$ cat src/rtl/mgsrl_pkg.sv
// Shared constants and controller/datapath interface types for the mic gain level meter.
package mgsrl_pkg;

    // Field and state widths.
    localparam int RAW_W   = 32;
    localparam int PCM_W   = 16;
    localparam int LEVEL_W = 7;
    localparam int SHIFT_W = 5;
    localparam int GAIN_W  = 16;
    localparam int SUM_W   = 38;
    localparam int CNT_W   = 8;
    localparam int THR_W   = 42;
    localparam int CFG_W   = 16;

    // Block and level limits.
    localparam int MAX_FRAMES   = 128;
    localparam int LEVEL_MAX    = 100;
    localparam int LEVEL_UNIT2  = 1000000;
    localparam int SHIFT_MAX    = 24;
    localparam int GAIN_MAX     = 32768;
    localparam int SHIFT_RESET  = 8;
    localparam int GAIN_RESET   = 3277;
    localparam int GAIN_FRAC    = 14;

    // Configuration register indexes.
    typedef enum logic
    {
        REG_SHIFT = 1'b0,
        REG_GAIN  = 1'b1
    } cfg_index_t;

    // Commands from the controller to the datapath.
    typedef struct packed
    {
        logic load_in;
        logic do_scale;
        logic do_sat;
        logic do_square;
        logic do_acc;
        logic do_prep;
        logic do_step;
        logic do_emit;
    } ctrl_cmd_t;

    // Status from the datapath to the controller.
    typedef struct packed
    {
        logic block_done;
        logic search_done;
        logic out_free;
    } ctrl_stat_t;

endpackage

$ cat src/rtl/mgsrl_ctrl.sv
// Sequencing state machine for the mic gain level meter.
module mgsrl_ctrl
(
    input  logic                   clk,
    input  logic                   rst_n,
    input  logic                   in_valid,
    input  mgsrl_pkg::ctrl_stat_t  stat,
    output logic                   in_ready,
    output mgsrl_pkg::ctrl_cmd_t   cmd
);
    import mgsrl_pkg::*;

    typedef enum logic [7:0]
    {
        S_IDLE   = 8'b0000_0001,
        S_SCALE  = 8'b0000_0010,
        S_SAT    = 8'b0000_0100,
        S_SQUARE = 8'b0000_1000,
        S_ACC    = 8'b0001_0000,
        S_PREP   = 8'b0010_0000,
        S_SEARCH = 8'b0100_0000,
        S_EMIT   = 8'b1000_0000
    } state_t;

    state_t state_reg;
    state_t state_next;

    // Next state.
    always_comb
    begin
        state_next = state_reg;
        unique case (state_reg)
            S_IDLE:
            begin
                if (in_valid)
                begin
                    state_next = S_SCALE;
                end
            end
            S_SCALE:  state_next = S_SAT;
            S_SAT:    state_next = S_SQUARE;
            S_SQUARE: state_next = S_ACC;
            S_ACC:    state_next = stat.block_done ? S_PREP : S_EMIT;
            S_PREP:   state_next = S_SEARCH;
            S_SEARCH:
            begin
                if (stat.search_done)
                begin
                    state_next = S_EMIT;
                end
            end
            S_EMIT:
            begin
                if (stat.out_free)
                begin
                    state_next = S_IDLE;
                end
            end
            default:  state_next = S_IDLE;
        endcase
    end

    // State register.
    always_ff @(posedge clk or negedge rst_n)
    begin
        if (!rst_n)
        begin
            state_reg <= S_IDLE;
        end
        else
        begin
            state_reg <= state_next;
        end
    end

    // Command decode.
    assign in_ready      = (state_reg == S_IDLE);
    assign cmd.load_in   = (state_reg == S_IDLE) && in_valid;
    assign cmd.do_scale  = (state_reg == S_SCALE);
    assign cmd.do_sat    = (state_reg == S_SAT);
    assign cmd.do_square = (state_reg == S_SQUARE);
    assign cmd.do_acc    = (state_reg == S_ACC);
    assign cmd.do_prep   = (state_reg == S_PREP);
    assign cmd.do_step   = (state_reg == S_SEARCH);
    assign cmd.do_emit   = (state_reg == S_EMIT) && stat.out_free;

endmodule

$ cat src/rtl/mgsrl_dp.sv
// Datapath for the mic gain level meter: gain, saturation, square sum and level search.
module mgsrl_dp
(
    input  logic                                    clk,
    input  logic                                    rst_n,
    input  mgsrl_pkg::ctrl_cmd_t                    cmd,
    output mgsrl_pkg::ctrl_stat_t                   stat,
    input  logic                                    cfg_wen,
    input  logic                                    cfg_index,
    input  logic [mgsrl_pkg::CFG_W-1:0]             cfg_data,
    input  logic signed [mgsrl_pkg::RAW_W-1:0]      mic_sample,
    input  logic                                    block_end,
    output logic signed [mgsrl_pkg::PCM_W-1:0]      pcm_sample,
    output logic                                    level_valid,
    output logic [mgsrl_pkg::LEVEL_W-1:0]           sound_level,
    output logic                                    out_valid,
    input  logic                                    out_ready
);
    import mgsrl_pkg::*;

    localparam int PROD_W = RAW_W + GAIN_W + 1;
    localparam int UNIT_W = CNT_W + 20;

    logic [SHIFT_W-1:0]       shift_reg;
    logic [GAIN_W-1:0]        gain_reg;
    logic signed [RAW_W-1:0]  raw_reg;
    logic                     end_reg;
    logic signed [PROD_W-1:0] prod_reg;
    logic signed [PCM_W-1:0]  pcm_reg;
    logic [2*PCM_W-1:0]       sq_reg;
    logic [SUM_W-1:0]         sum_reg;
    logic [CNT_W-1:0]         cnt_reg;
    logic [SUM_W-1:0]         blk_sum_reg;
    logic [CNT_W-1:0]         blk_cnt_reg;
    logic                     close_reg;
    logic [THR_W-1:0]         unit_reg;
    logic [THR_W-1:0]         thr_reg;
    logic [THR_W-1:0]         delta_reg;
    logic [LEVEL_W-1:0]       lvl_reg;
    logic signed [PCM_W-1:0]  out_pcm_reg;
    logic                     out_last_reg;
    logic [LEVEL_W-1:0]       out_lvl_reg;
    logic                     out_valid_reg;

    logic signed [RAW_W-1:0]  shifted;
    logic signed [PROD_W-1:0] shifted_ext;
    logic signed [PROD_W-1:0] gain_ext;
    logic signed [PROD_W-1:0] prod_next;
    logic                     prod_neg;
    logic [PROD_W-1:0]        prod_abs;
    logic [PROD_W-GAIN_FRAC-1:0] mag;
    logic signed [PCM_W-1:0]  pcm_next;
    logic signed [2*PCM_W-1:0] sq_next;
    logic [SUM_W-1:0]         sum_acc;
    logic [CNT_W-1:0]         cnt_acc;
    logic                     end_now;
    logic [THR_W-1:0]         unit_next;
    logic                     step_ok;

    // Configuration writes; out-of-range values are dropped.
    always_ff @(posedge clk or negedge rst_n)
    begin
        if (!rst_n)
        begin
            shift_reg <= SHIFT_W'(SHIFT_RESET);
            gain_reg  <= GAIN_W'(GAIN_RESET);
        end
        else if (cfg_wen)
        begin
            unique case (cfg_index_t'(cfg_index))
                REG_SHIFT:
                begin
                    if (cfg_data[SHIFT_W-1:0] <= SHIFT_W'(SHIFT_MAX))
                    begin
                        shift_reg <= cfg_data[SHIFT_W-1:0];
                    end
                end
                REG_GAIN:
                begin
                    if (cfg_data[GAIN_W-1:0] <= GAIN_W'(GAIN_MAX))
                    begin
                        gain_reg <= cfg_data[GAIN_W-1:0];
                    end
                end
                default:
                begin
                end
            endcase
        end
    end

    // Arithmetic shift and gain multiply.
    assign shifted     = raw_reg >>> shift_reg;
    assign shifted_ext = PROD_W'(shifted);
    assign gain_ext    = $signed({{(PROD_W-GAIN_W){1'b0}}, gain_reg});
    assign prod_next   = shifted_ext * gain_ext;

    // Truncate toward zero and saturate to 16 bits.
    assign prod_neg = prod_reg[PROD_W-1];
    assign prod_abs = prod_neg ? PROD_W'(-prod_reg) : PROD_W'(prod_reg);
    assign mag      = prod_abs[PROD_W-1:GAIN_FRAC];

    always_comb
    begin
        if (prod_neg)
        begin
            if (mag > (PROD_W-GAIN_FRAC)'(32768))
            begin
                pcm_next = -16'sd32768;
            end
            else
            begin
                pcm_next = PCM_W'(-$signed({1'b0, mag[PCM_W-1:0]}));
            end
        end
        else
        begin
            if (mag > (PROD_W-GAIN_FRAC)'(32767))
            begin
                pcm_next = 16'sd32767;
            end
            else
            begin
                pcm_next = $signed(mag[PCM_W-1:0]);
            end
        end
    end

    // Square and accumulate.
    assign sq_next = pcm_reg * pcm_reg;
    assign sum_acc = sum_reg + SUM_W'(sq_reg);
    assign cnt_acc = cnt_reg + CNT_W'(1);
    assign end_now = end_reg || (cnt_acc >= CNT_W'(MAX_FRAMES));

    // Level search: threshold for level L is count*1e6*L^2, stepped by odd multiples.
    assign unit_next = THR_W'(UNIT_W'(blk_cnt_reg) * UNIT_W'(LEVEL_UNIT2));
    assign step_ok   = (THR_W'(blk_sum_reg) >= thr_reg) && (lvl_reg != LEVEL_W'(LEVEL_MAX));

    // Per-item pipeline registers.
    always_ff @(posedge clk)
    begin
        if (cmd.load_in)
        begin
            raw_reg <= mic_sample;
            end_reg <= block_end;
        end
        if (cmd.do_scale)
        begin
            prod_reg <= prod_next;
        end
        if (cmd.do_sat)
        begin
            pcm_reg <= pcm_next;
        end
        if (cmd.do_square)
        begin
            sq_reg <= sq_next;
        end
        if (cmd.do_acc)
        begin
            blk_sum_reg <= sum_acc;
            blk_cnt_reg <= cnt_acc;
            close_reg   <= end_now;
            lvl_reg     <= '0;
        end
        if (cmd.do_prep)
        begin
            unit_reg  <= unit_next;
            thr_reg   <= unit_next;
            delta_reg <= unit_next + (unit_next << 1);
        end
        if (cmd.do_step && step_ok)
        begin
            lvl_reg   <= lvl_reg + LEVEL_W'(1);
            thr_reg   <= thr_reg + delta_reg;
            delta_reg <= delta_reg + (unit_reg << 1);
        end
        if (cmd.do_emit)
        begin
            out_pcm_reg  <= pcm_reg;
            out_last_reg <= close_reg;
            out_lvl_reg  <= lvl_reg;
        end
    end

    // Running block sum and count.
    always_ff @(posedge clk or negedge rst_n)
    begin
        if (!rst_n)
        begin
            sum_reg <= '0;
            cnt_reg <= '0;
        end
        else if (cmd.do_acc)
        begin
            if (end_now)
            begin
                sum_reg <= '0;
                cnt_reg <= '0;
            end
            else
            begin
                sum_reg <= sum_acc;
                cnt_reg <= cnt_acc;
            end
        end
    end

    // Output register valid flag.
    always_ff @(posedge clk or negedge rst_n)
    begin
        if (!rst_n)
        begin
            out_valid_reg <= 1'b0;
        end
        else if (cmd.do_emit)
        begin
            out_valid_reg <= 1'b1;
        end
        else if (out_ready)
        begin
            out_valid_reg <= 1'b0;
        end
    end

    assign stat.block_done  = end_now;
    assign stat.search_done = !step_ok;
    assign stat.out_free    = !out_valid_reg || out_ready;

    assign pcm_sample  = out_pcm_reg;
    assign level_valid = out_last_reg;
    assign sound_level = out_lvl_reg;
    assign out_valid   = out_valid_reg;

endmodule

$ cat src/rtl/mic_gain_saturate_rms_level.sv
// Top level of the mic gain stage with block RMS level meter.
//
// Input stream: one 32-bit signed microphone sample per transfer in s_axis_tdata, with
// s_axis_tlast marking the last sample of a block. Output stream: one result per input,
// the scaled 16-bit sample and, on the transfer that closes a block (m_axis_tlast high),
// the block level 0..100. A block of 128 samples closes on its own.
// Configuration: cfg_wen with cfg_index 0 writes the shift amount (0..24), index 1 the
// Q2.14 gain (0..32768); other values are ignored. Write only while the block is idle.
// Timing: one item at a time. A sample that does not close a block goes through the
// scale, saturate, square and accumulate steps into the output register before the next
// sample is taken. A closing sample adds a set-up step and a level search for level L,
// one level per step and at most level 100, set by the incremental threshold compare.
// Reset clears the sum, the count and the output valid, and loads shift 8, gain 3277.
// When the receiver stalls, the result waits in the output register; the next sample
// is still taken and worked through, then holds until the output register frees.
module mic_gain_saturate_rms_level
(
    input  logic        clk,
    input  logic        rst_n,
    input  logic        s_axis_tvalid,
    output logic        s_axis_tready,
    input  logic [31:0] s_axis_tdata,   // [31:0] mic_sample
    input  logic        s_axis_tlast,
    output logic        m_axis_tvalid,
    input  logic        m_axis_tready,
    output logic [23:0] m_axis_tdata,   // [15:0] pcm_sample, [22:16] sound_level, [23] zero
    output logic        m_axis_tlast,
    input  logic        cfg_wen,
    input  logic        cfg_index,
    input  logic [15:0] cfg_data
);
    import mgsrl_pkg::*;

    ctrl_cmd_t               cmd;
    ctrl_stat_t              stat;
    logic signed [PCM_W-1:0] pcm_sample;
    logic [LEVEL_W-1:0]      sound_level;

    mgsrl_ctrl u_ctrl
    (
        .clk      (clk),
        .rst_n    (rst_n),
        .in_valid (s_axis_tvalid),
        .stat     (stat),
        .in_ready (s_axis_tready),
        .cmd      (cmd)
    );

    mgsrl_dp u_dp
    (
        .clk         (clk),
        .rst_n       (rst_n),
        .cmd         (cmd),
        .stat        (stat),
        .cfg_wen     (cfg_wen),
        .cfg_index   (cfg_index),
        .cfg_data    (cfg_data),
        .mic_sample  ($signed(s_axis_tdata)),
        .block_end   (s_axis_tlast),
        .pcm_sample  (pcm_sample),
        .level_valid (m_axis_tlast),
        .sound_level (sound_level),
        .out_valid   (m_axis_tvalid),
        .out_ready   (m_axis_tready)
    );

    // Pack the result fields, lowest field first.
    assign m_axis_tdata = {1'b0, sound_level, pcm_sample};

endmodule

$ cat config.mk
export PLATFORM = sky130hd
export DESIGN_NAME = mic_gain_saturate_rms_level
export DESIGN_NICKNAME = d
export VERILOG_FILES = /design/src/rtl/mgsrl_pkg.sv /design/src/rtl/mgsrl_ctrl.sv /design/src/rtl/mgsrl_dp.sv /design/src/rtl/mic_gain_saturate_rms_level.sv
export SDC_FILE = /design/constraint.sdc
export NUM_CORES = 2
export LEC_CHECK = 0
export CAP_MARGIN = 20
export CORE_MARGIN = 2
export CORE_UTILIZATION = 40
export CTS_CLUSTER_SIZE = 10
export DETAILED_ROUTE_END_ITERATION = 8
export DONT_BUFFER_PORTS = 1
export GPL_TIMING_DRIVEN = 0
export SYNTH_ARGS = -nofsm -noshare
export SYNTH_HDL_FRONTEND = slang
export SYNTH_SLANG_ARGS = --single-unit
$ cat constraint.sdc
create_clock -name clk -period 17.15 [get_ports clk]
set_input_delay 1.715 -clock clk [delete_from_list [all_inputs] [get_ports clk]]
set_output_delay 1.715 -clock clk [all_outputs]
set_load 0.02 [all_outputs]
# Word level (Yosys, flattened, before mapping)
# Cells that the tools add are included.
# totals
wordCells	84
output_inout_bits	27
in_bits	55
register_bits	390
# op_classes
mul	3
n_shift	1
n_lt_le_gt_ge	6
bitwise	1
mux	19
n_reduce_logical	13
eq_ne	12
n_addsub	8
# ops
cell	count
$mux 42	4
$pmux 8 s8	1
$mul 32x17->49	1
$mux 49	1
$neg 49->49	1
$mux 16	3
$add 42x29->42	1
$add 42x42->42	1
$ge 38x42->1	1
$mux 8	5
$add 38x32->38	1
$mux 38	1
$gt 35x15->1 const B	1
$gt 35x16->1 const B	1
$mul 16x16->32	1
$sshr 32x5->32	1
$add 28x29->30	1
$mul 8x14->22 const B	1
$le 16x16->1 const B	1
$neg 16->16	1
$mux 7	2
$reduce_and 3->1	3
$add 8x1->8 const B	1
$eq 8x1->1 const B	1
19 further kinds	27

# Depth between registers and ports, before layout
# depth
depth_word	5
ltp_mapped	35
ltp_nobuf	32

# Cells and area by module
# A second synthesis with hierarchy kept.
# hier_totals
hier_cells	5369
hier_area_um2	51145.3
# by_module_without_submodules
mod	area_each_um2	cells_each	instances
mgsrl_dp	50602.3	5313	1
mgsrl_ctrl	531.8	54	1
mic_gain_saturate_rms_level	11.3	2	1

# Worst setup path before layout
# No wires, ideal clock.
# synth_timing
kind	flip-flop to flip-flop
start	register u_dp.shift_reg[0]
end	register u_dp.prod_reg[48], data pin
path_slack_ns	8.563
stages_incl_launch_ff	32
arrival_ns	8.327
path_cell_list	dfrtp_1 buf_1 clkbuf_1 clkbuf_1 o21ai_0 o21ai_0 nor2_1 a21oi_1 inv_1 o21ai_0 clkbuf_1 nand2_1 fa_1 fa_1 fa_1 inv_1 fa_1 fa_1 inv_1 fa_1 inv_1 ha_1 a211oi_1 nand2_1 or2_2 a2111o_1 a31oi_1 o21a_1 o31ai_1 or3b_1 a31oi_1 xnor2_1
# synth_via
elab_chain_cells	2
# synth_rtl
item	line	rtl
start, declared	mgsrl_dp.sv:24	logic [SHIFT_W-1:0] shift_reg;
start signal, assigned	mgsrl_dp.sv:65	shift_reg <= SHIFT_W'(SHIFT_RESET);
start signal, assigned	mgsrl_dp.sv:75	shift_reg <= cfg_data[SHIFT_W-1:0];
$sshr 32x5->32	mgsrl_dp.sv:93	assign shifted = raw_reg >>> shift_reg;
$mul 32x17->49	mgsrl_dp.sv:96	assign prod_next = shifted_ext * gain_ext;
net u_dp.prod_next[48]	mgsrl_dp.sv:48	logic signed [PROD_W-1:0] prod_next;
end signal, assigned	mgsrl_dp.sv:149	prod_reg <= prod_next;
end, declared	mgsrl_dp.sv:28	logic signed [PROD_W-1:0] prod_reg;
# The timed path passes the listed nets, and every way through them passes these cells.
# A chain may end at the register's enable or synchronous reset.

# Final worst setup path
# layout_timing
start	register u_dp.shift_reg[0]
end	register u_dp.prod_reg[47], data pin
# The elaborated chain is that of the path after synthesis.

==> flow_summary.json <==
{
  "slowest_delay_ps": 920,
  "wirelength_um": 128300,
  "fmax_ghz": 0.08952,
  "firstDrtPassIters": 5,
  "path_class": "reg -> reg",
  "fill_cells": 11960,
  "die_area_um2": 128400,
  "fp.dieH_um": 358.3,
  "grt_first_pass_wirelength_um": 206100,
  "wl_met1_um": 54870,
  "ys_ff_latch": 371,
  "wl_met3_um": 6787,
  "finalClockSkew_ps": 49.42,
  "grt_antenna_before_repair": 2,
  "design.core.area_um2": 124100,
  "grt_max_degree": 77,
  "cts_sinks": 371,
  "ant_nets": 0,
  "rows": 129,
  "cts_setup_buffers": 0,
  "cts_tree": "done",
  "layout-drive-gt1-share_pct": 3.526,
  "min_period_over_period_pct": 65.14,
  "post_cts_resized": 0,
  "initial_utilization_pct": 40.46,
  "required_ps": 17520,
  "grt_overflow_total": 0,
  "top_layer": "met4",
  "clock_path_buffers": 3,
  "route.met2.wl_um": 62200,
  "viasPerCell": 5.208,
  "worstSkewPairLatency_ps": 660,
  "critical_path_buf_inv_count": 9,
  "tightest_slew_ps": 1211,
  "io_buffers": 0,
  "rsz0062_at_grt": "no",
  "maxSlewViolCount": 0,
  "critPathMostFrequentCell": "fa_1",
  "critical_path_arrival_ps": 11540,
  "cts_buffers": 49,
  "syn2layout_area_growth_pct": 7.812,
  "cp_max_fo": 10,
  "routabilityCongestion": 0.9289,
  "synth_area_leaders": "fa_1 30%, edfxtp_1 18%, ha_1 10%, inv_1 7.5%, nand2_1 4.0%",
  "yosysTopAreaCell": "fa_1",
  "vias": 36170,
  "dp_hpwl_um": 104900,
  "nets": 6477,
  "relSlewSlack_pct": 18.38,
  "largest_reg_flops": 49,
  "final.min_clock_period_ps": 11170,
  "grt_pass1_vias": 37220,
  "ioPinCount": 82,
  "reg2reg_depth": 31,
  "yosysWarnings": 0,
  "worst-path-stages": 31,
  "die_w_um": 358.3,
  "grt_usage_pct": 20.52,
  "yosys.area.top_type_share_pct": 29.82,
  "end_kind": "register",
  "slowest_stage": "mux2i_1",
  "fin_util_pct": 43.62,
  "outcome": "complete, no violations",
  "cts-root-buf": "clkbuf_16",
  "cts-hold-fix-buffers": 0,
  "synth_cell_types": 88,
  "synth-main-ff-cell": "edfxtp_1",
  "path_clk_slew_ps": 50,
  "drcViolationCount": 0,
  "syn_inst": 5195,
  "hold_viol": 0,
  "avgRoutedWirePerCell_um": 18.47,
  "drt-initial-drc-count": 2441,
  "cp_top_family": "adder cells",
  "async_reset_ff_share_pct": 20.49,
  "setup_viol": 0,
  "fin_tns_setup_ps": 0,
  "hold-path-cell-count": 2,
  "timing.hold.ws_ps": 481.2,
  "max-cap-violations": 0,
  "min_path_type": "reg -> reg",
  "yosysSeqAreaShare_pct": 21.45,
  "place_area_um2": 52500,
  "start_kind": "register",
  "synth_fp_nets": 6407,
  "syn_area_um2": 50210,
  "avgSynthCellArea_um2": 9.666,
  "cts_max_level": 2,
  "synth-edff-count": 295,
  "fin_area_um2": 54140
}
[final timing paths]
kind                                                   end  slack, ps                          start
setup / recovery               u_dp.prod_reg[47]$_DFFE_PP_       5980  u_dp.shift_reg[0]$_DFFE_PN0P_
hold / removal                u_dp.sum_reg[24]$_DFFE_PN0P_        480   u_dp.sum_reg[24]$_DFFE_PN0P_
setup reg to reg               u_dp.prod_reg[47]$_DFFE_PP_       5980  u_dp.shift_reg[0]$_DFFE_PN0P_
hold reg to reg               u_dp.sum_reg[24]$_DFFE_PN0P_        480   u_dp.sum_reg[24]$_DFFE_PN0P_
max in group asynchronous  u_ctrl.state_reg[0]$_DFFE_PN1P_      16070                          rst_n
min in group asynchronous       u_dp.out_valid$_DFFE_PN0P_        770                          rst_n
[cell usage after synthesis (37+ instances only)]
library cell	count
inv_1	1007
fa_1	748
nand2_1	532
ha_1	409
edfxtp_1	295
and2_1	290
nor2_1	221
a21oi_1	209
o21ai_0	181
clkbuf_1	164
xnor2_1	151
a21o_1	97
xor2_1	89
nand3_1	70
dfrtp_1	67
nand2b_1	54
nor2b_1	49
nor3_1	46
o21a_1	39
mux2_2	37
[placed cells by master, fill, tap and decap left out, drive strengths merged, types with 39 or more instances in the layout]
cell	netlist	final
nor3	48	48
nand3	71	71
o21a	39	39
inv	1007	1009
edfxtp	295	295
o21ai	189	189
xnor2	151	151
and2	291	291
dfrtp	67	67
nor2	221	221
nand2	533	533
ha	409	409
nor2b	49	49
a21oi	209	209
clkbuf	164	240
fa	748	748
nand2b	54	54
xor2	89	89
a21o	97	97
[tightest hold or removal path: stages, from the launching register on]
cell and delay (ps):
dfrtp_1 340, nand2_1 60, nand2_1 50
[layout make-up]
| cell class | instances | area (µm²) | share of cell area (%) |
|---|---|---|---|
| buffer | 183 | 732.0 | 1.352 |
| tap | 1637 | 2048 | 3.783 |
| sequential | 371 | 10770 | 19.90 |
| timing repair buffer | 19 | 197.7 | 0.3652 |
| antenna | 4 | 10.01 | 0.01849 |
| multi-input combinational | 3632 | 34980 | 64.62 |
| inverter | 1009 | 3787 | 6.996 |
| clock inverter | 16 | 226.5 | 0.4183 |
| clock buffer | 74 | 1380 | 2.549 |
[cell families after synthesis]
| logic type | after synthesis | share of synthesized area, % |
|---|---|---|
| DFF | 371 | 21.45 |
| and+or+nand+nor | 1388 | 13.48 |
| AOI/OAI and AO/OA | 760 | 9.733 |
| adders and majority gates | 1157 | 40.01 |
| other | 1 | 0.007468 |
| buffers and inverters | 1192 | 8.998 |
| xor gates and xnor gates | 240 | 4.186 |
| muxes | 86 | 2.130 |
[routing by layer]
layer | vias up | global-route usage (%)
li1 | 16830 | -
met1 | 18220 | 27.14
met2 | 906 | 34.70
met3 | 211 | 2.914
met4 | 0 | 6.611
met5 | - | 0
[per-stage QoR]
step,cells,setup slack [ps]
after floorplan,5195,8563
final,6945,5979
after global placement,6832,6064
after CTS,6938,5899
after global routing,6941,5299
after detailed placement,6848,5972
Power is not shown: default switching activity piles up to over one toggle a cycle in this logic, so the estimate is an artifact.
